### src/sv/sbpm_pkg.sv
// Shared types, codes and constants of the servo bus packet master.
`default_nettype none

package sbpm_pkg;

	localparam logic [2:0] CMD_LED    = 3'd0;
	localparam logic [2:0] CMD_MOVE   = 3'd1;
	localparam logic [2:0] CMD_TORQUE = 3'd2;
	localparam logic [2:0] CMD_READ   = 3'd3;
	localparam logic [2:0] CMD_RX     = 3'd4;
	localparam logic [2:0] CMD_TICK   = 3'd5;

	localparam logic KIND_TX     = 1'b0;
	localparam logic KIND_REPORT = 1'b1;

	localparam logic [7:0] START_BYTE  = 8'hFF;
	localparam logic [7:0] INSTR_WRITE = 8'd3;
	localparam logic [7:0] INSTR_READ  = 8'd2;
	localparam logic [7:0] REG_LED     = 8'd25;
	localparam logic [7:0] REG_TORQUE  = 8'd24;
	localparam logic [7:0] REG_GOAL    = 8'd30;
	localparam logic [7:0] REG_PRESENT = 8'd36;
	localparam logic [7:0] LEN_SHORT   = 8'd4;
	localparam logic [7:0] LEN_MOVE    = 8'd7;
	localparam logic [7:0] READ_SIZE   = 8'd2;

	localparam int PKT_IDX_W = 4;
	localparam logic [PKT_IDX_W-1:0] PKT_SHORT_LAST = 4'd7;
	localparam logic [PKT_IDX_W-1:0] PKT_MOVE_LAST  = 4'd10;

	localparam logic [7:0] TIMEOUT_RESET   = 8'd50;
	localparam int         WRITE_REPLY_LEN = 5;
	localparam int         READ_REPLY_LEN  = 8;
	localparam int         REPLY_STORE_DEPTH_DEF = 8;
	localparam logic [8:0] TICK_MAX = 9'd511;

	typedef struct packed {
		logic [2:0]  command;
		logic [7:0]  servo_id;
		logic [15:0] target_position;
		logic [15:0] move_speed;
		logic [7:0]  state_value;
		logic [7:0]  rx_byte;
	} item_t;

	typedef struct packed {
		logic        result_kind;
		logic [7:0]  tx_byte;
		logic        last_byte;
		logic        reply_status;
		logic [7:0]  error_byte;
		logic [15:0] present_position;
	} result_t;

	typedef struct packed {
		logic start;
		logic is_read;
		logic rx_en;
		logic tick_en;
	} rep_ctl_t;

	typedef struct packed {
		logic        report;
		logic        status;
		logic [7:0]  error_byte;
		logic [15:0] present_position;
	} rep_res_t;

endpackage

`default_nettype wire

### src/sv/servo_bus_packet_master.sv
// Top level of the servo bus packet master: item register, result register, control.
`default_nettype none

// Each accepted command (set LED, set torque, read position) yields eight transmit words
// and a move yields eleven, one word per cycle out of the result register under no output
// stall. Received-byte and tick items give at most one completion report. The next item
// is taken in the cycle that the current one gives its last word, and that word enters the
// result register at the same edge as the new item enters the item register. cfg_ready is
// always high; the timeout register is to be written only while the block is idle, and the
// block itself does not enforce it.

module servo_bus_packet_master
	import sbpm_pkg::*;
#(
	parameter int REPLY_STORE_DEPTH = REPLY_STORE_DEPTH_DEF
) (
	input  logic        clk,
	input  logic        arst_n,
	input  logic        in_valid,
	output logic        in_stall,
	input  logic [2:0]  command,
	input  logic [7:0]  servo_id,
	input  logic [15:0] target_position,
	input  logic [15:0] move_speed,
	input  logic [7:0]  state_value,
	input  logic [7:0]  rx_byte,
	output logic        out_valid,
	input  logic        out_stall,
	output logic        result_kind,
	output logic [7:0]  tx_byte,
	output logic        last_byte,
	output logic        reply_status,
	output logic [7:0]  error_byte,
	output logic [15:0] present_position,
	input  logic        cfg_valid,
	output logic        cfg_ready,
	input  logic [7:0]  timeout_ms
);

	item_t                item_q;
	logic                 item_valid_q;
	logic [PKT_IDX_W-1:0] idx_q;
	result_t              res_q;
	logic                 out_valid_q;
	logic [7:0]           timeout_q;

	logic       accept;
	logic       out_free;
	logic       go;
	logic       is_pkt;
	logic       done;
	logic       produce;
	logic [7:0] pkt_byte;
	logic       pkt_last;
	rep_ctl_t   rep_ctl;
	rep_res_t   rep_res;

	sbpm_tx u_tx (
		.item      (item_q),
		.idx       (idx_q),
		.tx_byte   (pkt_byte),
		.last_byte (pkt_last)
	);

	sbpm_reply #(
		.REPLY_STORE_DEPTH(REPLY_STORE_DEPTH)
	) u_reply (
		.clk        (clk),
		.arst_n     (arst_n),
		.ctl        (rep_ctl),
		.rx_byte    (item_q.rx_byte),
		.timeout_ms (timeout_q),
		.res        (rep_res)
	);

	always_comb begin
		out_free = !out_valid_q || !out_stall;
		go       = item_valid_q && out_free;
		is_pkt   = (item_q.command == CMD_LED) || (item_q.command == CMD_MOVE) ||
			(item_q.command == CMD_TORQUE) || (item_q.command == CMD_READ);
		done     = !is_pkt || pkt_last;
		in_stall = item_valid_q && !(go && done);
		accept   = in_valid && !in_stall;

		rep_ctl.start   = go && is_pkt && pkt_last;
		rep_ctl.is_read = (item_q.command == CMD_READ);
		rep_ctl.rx_en   = go && (item_q.command == CMD_RX);
		rep_ctl.tick_en = go && (item_q.command == CMD_TICK);
		produce = is_pkt || rep_res.report;
	end

	always_ff @(posedge clk) begin
		if (accept) begin
			item_q <= '{command: command, servo_id: servo_id,
				target_position: target_position, move_speed: move_speed,
				state_value: state_value, rx_byte: rx_byte};
		end
		if (go && produce) begin
			if (is_pkt) begin
				res_q <= '{result_kind: KIND_TX, tx_byte: pkt_byte, last_byte: pkt_last,
					reply_status: 1'b0, error_byte: 8'd0, present_position: 16'd0};
			end else begin
				res_q <= '{result_kind: KIND_REPORT, tx_byte: 8'd0, last_byte: 1'b0,
					reply_status: rep_res.status, error_byte: rep_res.error_byte,
					present_position: rep_res.present_position};
			end
		end
	end

	always_ff @(posedge clk or negedge arst_n) begin
		if (!arst_n) begin
			item_valid_q <= 1'b0;
			idx_q        <= '0;
			out_valid_q  <= 1'b0;
			timeout_q    <= TIMEOUT_RESET;
		end else begin
			if (accept) begin
				item_valid_q <= 1'b1;
			end else if (go && done) begin
				item_valid_q <= 1'b0;
			end
			if (go) begin
				idx_q <= done ? '0 : idx_q + PKT_IDX_W'(1);
			end
			if (go && produce) begin
				out_valid_q <= 1'b1;
			end else if (!out_stall) begin
				out_valid_q <= 1'b0;
			end
			if (cfg_valid && cfg_ready) begin
				timeout_q <= timeout_ms;
			end
		end
	end

	assign cfg_ready        = 1'b1;
	assign out_valid        = out_valid_q;
	assign result_kind      = res_q.result_kind;
	assign tx_byte          = res_q.tx_byte;
	assign last_byte        = res_q.last_byte;
	assign reply_status     = res_q.reply_status;
	assign error_byte       = res_q.error_byte;
	assign present_position = res_q.present_position;

endmodule

`default_nettype wire

### src/sv/sbpm_tx.sv
// Packet byte generator: byte and end mark for a command at a given byte index.
`default_nettype none

module sbpm_tx
	import sbpm_pkg::*;
(
	input  item_t                item,
	input  logic [PKT_IDX_W-1:0] idx,
	output logic [7:0]           tx_byte,
	output logic                 last_byte
);

	logic [7:0]           len_b;
	logic [7:0]           instr_b;
	logic [7:0]           reg_b;
	logic [7:0]           p0;
	logic [7:0]           p1;
	logic [7:0]           p2;
	logic [7:0]           p3;
	logic [7:0]           chk;
	logic [PKT_IDX_W-1:0] last_idx;

	always_comb begin
		len_b    = LEN_SHORT;
		instr_b  = INSTR_WRITE;
		reg_b    = REG_LED;
		p0       = item.state_value;
		p1       = 8'd0;
		p2       = 8'd0;
		p3       = 8'd0;
		last_idx = PKT_SHORT_LAST;
		case (item.command)
			CMD_LED: begin
				reg_b = REG_LED;
			end
			CMD_TORQUE: begin
				reg_b = REG_TORQUE;
			end
			CMD_MOVE: begin
				len_b    = LEN_MOVE;
				reg_b    = REG_GOAL;
				p0       = item.target_position[7:0];
				p1       = item.target_position[15:8];
				p2       = item.move_speed[7:0];
				p3       = item.move_speed[15:8];
				last_idx = PKT_MOVE_LAST;
			end
			CMD_READ: begin
				instr_b = INSTR_READ;
				reg_b   = REG_PRESENT;
				p0      = READ_SIZE;
			end
			default: begin
				reg_b = REG_LED;
			end
		endcase
		chk = ~(item.servo_id + len_b + instr_b + reg_b + p0 + p1 + p2 + p3);

		last_byte = (idx == last_idx);
		if (last_byte) begin
			tx_byte = chk;
		end else begin
			case (idx)
				4'd0:    tx_byte = START_BYTE;
				4'd1:    tx_byte = START_BYTE;
				4'd2:    tx_byte = item.servo_id;
				4'd3:    tx_byte = len_b;
				4'd4:    tx_byte = instr_b;
				4'd5:    tx_byte = reg_b;
				4'd6:    tx_byte = p0;
				4'd7:    tx_byte = p1;
				4'd8:    tx_byte = p2;
				4'd9:    tx_byte = p3;
				default: tx_byte = chk;
			endcase
		end
	end

endmodule

`default_nettype wire

### src/sv/sbpm_reply.sv
// Reply tracker: reply store, byte count, tick timeout and completion report.
`default_nettype none

module sbpm_reply
	import sbpm_pkg::*;
#(
	parameter int REPLY_STORE_DEPTH = REPLY_STORE_DEPTH_DEF
) (
	input  logic       clk,
	input  logic       arst_n,
	input  rep_ctl_t   ctl,
	input  logic [7:0] rx_byte,
	input  logic [7:0] timeout_ms,
	output rep_res_t   res
);

	localparam int CNT_W = $clog2(REPLY_STORE_DEPTH + 1);
	localparam int IDX_W = $clog2(REPLY_STORE_DEPTH);
	localparam int VIEW_N = READ_REPLY_LEN;

	logic [7:0]       store_q [REPLY_STORE_DEPTH];
	logic [CNT_W-1:0] count_q;
	logic             awaiting_q;
	logic             is_read_q;
	logic [8:0]       tick_q;

	logic [CNT_W-1:0] need;
	logic             store_en;
	logic [CNT_W-1:0] count_next;
	logic             complete;
	logic [7:0]       view [VIEW_N];
	logic             start_ok;
	logic [8:0]       tick_next;
	logic             tick_fail;

	always_comb begin
		need = is_read_q ? CNT_W'(READ_REPLY_LEN) : CNT_W'(WRITE_REPLY_LEN);
		store_en = ctl.rx_en && awaiting_q && (count_q < need) &&
			(count_q < CNT_W'(REPLY_STORE_DEPTH));
		count_next = store_en ? count_q + CNT_W'(1) : count_q;
		complete = ctl.rx_en && awaiting_q && (count_next >= need);
		for (int j = 0; j < VIEW_N; j++) begin
			view[j] = (store_en && count_q == CNT_W'(j)) ? rx_byte : store_q[j];
		end
		start_ok = (view[0] == START_BYTE);
		tick_next = (tick_q < TICK_MAX) ? tick_q + 9'd1 : tick_q;
		tick_fail = ctl.tick_en && awaiting_q && (tick_next > {1'b0, timeout_ms});

		res.report           = complete || tick_fail;
		res.status           = tick_fail || !start_ok;
		res.error_byte       = 8'd0;
		res.present_position = 16'd0;
		if (complete && start_ok) begin
			res.error_byte = view[4];
			if (is_read_q) begin
				res.present_position = {view[6], view[5]};
			end
		end
	end

	always_ff @(posedge clk) begin
		if (store_en) begin
			store_q[count_q[IDX_W-1:0]] <= rx_byte;
		end
	end

	always_ff @(posedge clk or negedge arst_n) begin
		if (!arst_n) begin
			count_q    <= '0;
			awaiting_q <= 1'b0;
			is_read_q  <= 1'b0;
			tick_q     <= '0;
		end else if (ctl.start) begin
			count_q    <= '0;
			awaiting_q <= 1'b1;
			is_read_q  <= ctl.is_read;
			tick_q     <= '0;
		end else if (ctl.rx_en && awaiting_q) begin
			count_q <= count_next;
			if (complete) begin
				awaiting_q <= 1'b0;
			end
		end else if (ctl.tick_en && awaiting_q) begin
			tick_q <= tick_next;
			if (tick_fail) begin
				awaiting_q <= 1'b0;
			end
		end
	end

endmodule

`default_nettype wire

### config.mk
export PLATFORM = sky130hd
export DESIGN_NAME = servo_bus_packet_master
export DESIGN_NICKNAME = d
export VERILOG_FILES = /design/src/sv/sbpm_pkg.sv /design/src/sv/servo_bus_packet_master.sv /design/src/sv/sbpm_tx.sv /design/src/sv/sbpm_reply.sv
export SDC_FILE = /design/constraint.sdc
export NUM_CORES = 1
export LEC_CHECK = 0
export ABC_AREA = 1
export BUFFER_PORTS_ARGS = -buffer_cell sky130_fd_sc_hd__clkbuf_2
export CORE_MARGIN = 2
export CORE_UTILIZATION = 53
export DETAILED_ROUTE_END_ITERATION = 10
export PLACE_DENSITY_LB_ADDON = 0.05
export SYNTH_ARGS = -nofsm -noshare
export SYNTH_HDL_FRONTEND = slang
export SYNTH_SLANG_ARGS = --single-unit
### constraint.sdc
create_clock -name clk -period 4.8 [get_ports clk]
set_clock_uncertainty 0.05 [all_clocks]
set_input_delay 0.72 -clock clk [delete_from_list [all_inputs] [get_ports clk]]
set_output_delay 0.72 -clock clk [all_outputs]
set_load 0.01 [all_outputs]
# Word-level counts from Yosys, hierarchy flattened
# Memory sizes are Yosys's and may differ from the RTL's.
# Index checks and enable logic that the tools add are counted.
# classes
magnitude_cmp,5
eq_ne,22
n_reduce_logical,47
n_bitwise,3
n_mux,37
addsub,10
# ops
cell,count
case mux 8 bit (9 select lines),1
two-way mux 8 bit,8
two-way mux 9 bit,4
two-way mux 35 bit,1
adder 8 bit,4
"== test 4 x 3 -> 1 bit, second input constant",7
two-way mux 24 bit,1
two-way mux 4 bit,6
logical AND 1 bit,20
case mux 6 bit (3 select lines),1
two-way mux 16 bit,1
case mux 8 bit (2 select lines),1
two-way mux 1 bit,12
"adder 9 x 1 -> 9 bit, second input constant",1
> comparator 9 x 8 -> 1 bit,1
"< comparator 9 bit, second input constant",1
"adder 4 x 1 -> 4 bit, second input constant",2
adder 8 x 2 -> 8 bit,1
adder 8 x 3 -> 8 bit,1
adder 8 x 6 -> 8 bit,1
"== test 4 x 2 -> 1 bit, second input constant",2
"== test 4 bit, second input constant",2
"== test 8 bit, second input constant",1
logical NOT 4 bit,2
23 further kinds,42
# word_totals
ram_bits,64
elab_cells,145
register_bits,123
memories,1
out_inout_bits,38
inputBits,72
# memory_table
memory,words,width,read_ports,rd_clocked_by_memory_dff,wr,line,rtl
u_reply.store_q,8,8,4,0,1,sbpm_reply.sv:21,logic [7:0] store_q [REPLY_STORE_DEPTH];

# Depth between registers and ports, before layout
# logic_depth
depth_word,14
mapped_depth,25
depth_no_buf,24

# By module
# From an unflattened synthesis, not the netlist that was laid out.
# hier_totals
cells_unflattened,857
hier_area_um2,8603.3
# by_module_without_submodules
module,area_per_inst_um2,seq_area_each_um2,n_inst,cells_each
servo_bus_packet_master,3797.4,3176.8,1,230
sbpm_reply,2761.4,1336.3,1,312
sbpm_tx,2044.5,0.0,1,315

# Least setup slack after synthesis
# No wires, ideal clock.
# synth_timing
path_type,register to register
start,register item_q[58] (netlist bit)
end,"register res_q, in the netlist tx_byte[7], data pin"
setup_ns,0.252
n_path_buf,2
t_required_ns,4.498
setup_slack_ns,-0.103
t_arrival_ns,4.601
stages_incl_launch_ff,24
period_less_slack_ns,4.903
cell_sequence,edfxtp_1 > buf_4 > nor2_2 > nand2_2 > buf_2 > o22ai_1 > fa_1 > inv_1 > fa_1 > fa_1 > fa_1 > ha_1 > inv_1 > fa_1 > o21ai_0 > nand2_1 > a21oi_1 > nor2_1 > nand2_1 > nand2_1 > nand3_1 > nand2_1 > nand2_1 > nand2_1
# synth_via
elab_chain_cells,12
word_cells_on_any_way,26
classes_between,7 x add/sub; 4 x eq/ne; 10 x mux; 1 x bitwise; 4 x reduce/logical
# synth_rtl
element,line,rtl
"start, declared",servo_bus_packet_master.sv:40,item_t item_q;
"start signal, assigned",servo_bus_packet_master.sv:94,"item_q <= '{command: command, servo_id: servo_id,"
== test 3 x 1 -> 1 bit,"servo_bus_packet_master.sv:79, sbpm_tx.sv:32",
two-way mux 2 bit,sbpm_tx.sv:32,case (item.command)
adder 8 x 3 -> 8 bit,sbpm_tx.sv:57,chk = ~(item.servo_id + len_b + instr_b + reg_b + p0 + p1 + p2 + p3);
adder 8 x 2 -> 8 bit,sbpm_tx.sv:57,
adder 8 x 6 -> 8 bit,sbpm_tx.sv:57,
adder 8 bit (4 in a row),sbpm_tx.sv:57,
inverter 8 bit,sbpm_tx.sv:57,
case mux 8 bit (9 select lines),sbpm_tx.sv:63,case (idx)
two-way mux 8 bit,sbpm_tx.sv:60,if (last_byte) begin
"end signal, assigned",servo_bus_packet_master.sv:100,"res_q <= '{result_kind: KIND_TX, tx_byte: pkt_byte, last_byte: pkt_last,"
"end signal, assigned",servo_bus_packet_master.sv:103,"res_q <= '{result_kind: KIND_REPORT, tx_byte: 8'd0, last_byte: 1'b0,"
"end, declared",servo_bus_packet_master.sv:43,result_t res_q;
# Several ways; a longest one is shown, not always the timed one.
# A chain may end at the register's enable or synchronous reset.

# Worst setup path in the final report
# Same ends and word-level chain as after synthesis.

==> results.yml <==
yosys:
  ys_ff_latch: 155
  ys_seq_area_share_pct: 54.4
  synth.distinct_cells: 51
  synth_top_area_share_pct: 45.6
  yosysMostFrequentCell: "nand2_1"
  synth_fp_nets: 927
  async_flop_share_pct: 18.7
  synth_ff_type: "edfxtp_1"
  synth_area_leader_cell: "edfxtp_1"
  synthTopCellsByCount: "nand2_1, inv_1, edfxtp_1"
  synth_edf_count: 126
  avgSynthCellArea_um2: 10.5
  syn_inst: 791
  synth.area.top_cells: "edfxtp_1, dfrtp_1, nand2_1"
  netlist_area_um2: 8290
  synth_warnings: 0
cells_and_area:
  area_growth_syn_to_layout_pct: 19.1
  drive_gt1_share_pct: 23.7
  antenna_cells: 0
  final_area_um2: 9870
  nNetsFinal: 1061
setup_path:
  required_ps: 4940
  cp_top_family: "adder cells"
  rrSetupSlack_ps: 160
  crit_top_cell: "nand2_1"
  cp_slowest_stage_delay_ps: 550
  r2r_cells: 22
  arrival_ps: 4780
  end_kind: "flop"
  r2r_end: "tx_byte[7]"
  worstSetupPathType: "flop to flop"
  path_buf_inv: 3
  cp_slowest_cell: "fa_1"
  r2r_start: "item_q[58]"
  cp_max_fo: 6
  path_cells: "inv_2 -> nand2_4 -> nor2_4 -> nand2_2 -> fa_1 -> inv_1 -> fa_1 -> fa_1 -> fa_1 -> ha_2 -> inv_2 -> fa_2 -> o21ai_2 -> nand2_1 -> a21oi_2 -> nor2_1 -> nand2_1 -> nand2_1 -> nand3_1 -> nand2_1 -> nand2_1 -> nand2_1"
  cp-start-kind: "flop"
run_status:
  status: "finished, final reports clean"
die:
  row_count: 45
  start_util_pct: 54.3
  die_h_um: 129
  core_area_um2: 15300
  num_io_pins: 110
  die_w_um: 129
  dieArea_um2: 16700
route:
  ant_nets: 0
  wl_per_cell_um: 15.5
  first_pass_iters: 5
  num_vias: 5832
  vias_per_cell: 5.08
  routed_wl_mm: 17.9
  drt_first_iter_violations: 342
  drc_errors: 0
timing:
  timing.setup.tns_ps: 0
  finalCritPeriodShare_pct: 96.7
  finalSetupViolCount: 0
  grt_setup_unrepaired: "yes"
  finalHoldViolations: 0
  max-slew-margin-rel_pct: 19.0
  post-route-min-period_ps: 4640
  max_freq_mhz: 215
  slew_viol_final: 0
  tightest_slew_ps: 1210
global_routing:
  grt_pass1_vias: 5778
  grtUsageTotal_pct: 22.7
  grt_pass1_wl_mm: 28.4
  grt_max_degree: 35
  antenna_found_initial: 0
  grt-ovfl-total: 0
run:
  maxCapViolations: 0
clock_tree:
  cts.hold.buffers_added: 0
  cts_buffers: 17
  insertion_delay_ps: 430
  cts_tree: "built"
  path_clk_slew_ps: 60
  cts_root_buf: "clkbuf_16"
  cts_htree_levels: 4
  max-clock-path-buffers: 2
  clock_sinks: 155
place:
  port-buffer-count: 108
  hpwl_mm: 13.7
  dpl_cell_area_um2: 9150
  gp_congestion: 0.920
pwr:
  power_mw: 4.71
  peakVddDrop_mv: 0.337
  powerDensity_nw_per_um2: 477
  power.leakage_nw: 4.48
hold_path:
  hp-class: "input pin to async pin"
==> power by group <==
part	internal [mW]	switching [mW]	total (mW)	leakage, nW
logic	0.621	1.02	1.64	2.66
clock network	0.725	0.570	1.30	0.276
registers	1.66	0.115	1.78	1.54
==> routing by layer <==
metal | up-vias | wire length [µm] | part of all wire, % | track usage, %
met4 | 0 | 483 | 2.7 | 9.59
met1 | 2761 | 7450 | 42 | 26.9
met5 | - | 0 | 0 | 0
met3 | 34 | 684 | 3.8 | 4.79
met2 | 150 | 9240 | 52 | 40.4
li1 | 2887 | - | - | -
==> flip-flops by register name, summed over array words and instances (netlist names), 4 cells and up <==
name / cells
u_reply.count_q: 4
u_reply.store_q: 32
tx_byte: 8
present_position: 16
error_byte: 8
u_reply.tick_q: 9
idx_q: 4
item_q: 59
timeout_q: 8
==> repair_timing <==
action,in CTS,in global routing
buffers inserted,1,5
resized for setup,4,23
pin swaps,1,12
setup endpoints to repair,2,2
==> layout by cell type, fill, tap and decap left out, drive strengths merged, types with 7 or more instances in the layout <==
cell / instances
nand4: 18
or2: 9
nor3: 10
xor2: 11
nand3: 30
nor2: 59
edfxtp: 126
ha: 36
a21oi: 25
clkinv: 7
o22ai: 9
inv: 153
buf: 19
nand2: 162
dfrtp: 26
o21ai: 47
fa: 28
clkbuf: 126
==> per-stage QoR <==
step	hold WS, ps	worst slack, ps	util [%]	instances
after floorplan	374	48.9	-	791
after global placement	430	60.4	60.0	1111
after detailed placement	440	-40.9	60.0	1111
after CTS	304	16.9	63.8	1144
after global routing	349	-82.8	64.7	1149
final	295	156	64.7	1149
==> kinds of logic (layout without fill, tap and decap cells) <==
| logic type | count (synthesis) | count (layout) | synth area share [%] |
|---|---|---|---|
| multiplexers | 1 | 1 | 0.136 |
| other | 1 | 1 | 0.0452 |
| AND/OR/NAND/NOR | 296 | 296 | 17.3 |
| XOR/XNOR | 15 | 15 | 1.58 |
| AO/OA/AOI/OAI | 98 | 98 | 6.75 |
| adder cells (fa/ha/maj) | 64 | 64 | 12.2 |
| flip-flops | 155 | 155 | 54.4 |
| buffers and inverters | 161 | 308 | 7.61 |
==> final cells by class <==
class	count	area (µm²)
tap	211	264
fill	1244	5390
timing repair buffer	127	699
multi-input combinational	475	3270
clock buffer	18	429
clock inverter	14	135
inverter	149	564
sequential	155	4510
==> worst max-delay path by stage <==
| stage | start | endpoint | slack, ps | depth (start not counted) |
|---|---|---|---|---|
| after floorplan | item_q[58] | tx_byte[7] | 50 | 23 |
| after global placement | item_q[58] | tx_byte[7] | 60 | 22 |
| after global routing | item_q[58] | tx_byte[7] | -80 | 22 |
| after detailed placement | item_q[58] | tx_byte[7] | -40 | 22 |
| final | item_q[58] | tx_byte[7] | 160 | 22 |
| after CTS | item_q[58] | tx_byte[6] | 20 | 20 |
Note: power is estimated with default switching activity, not from simulation.
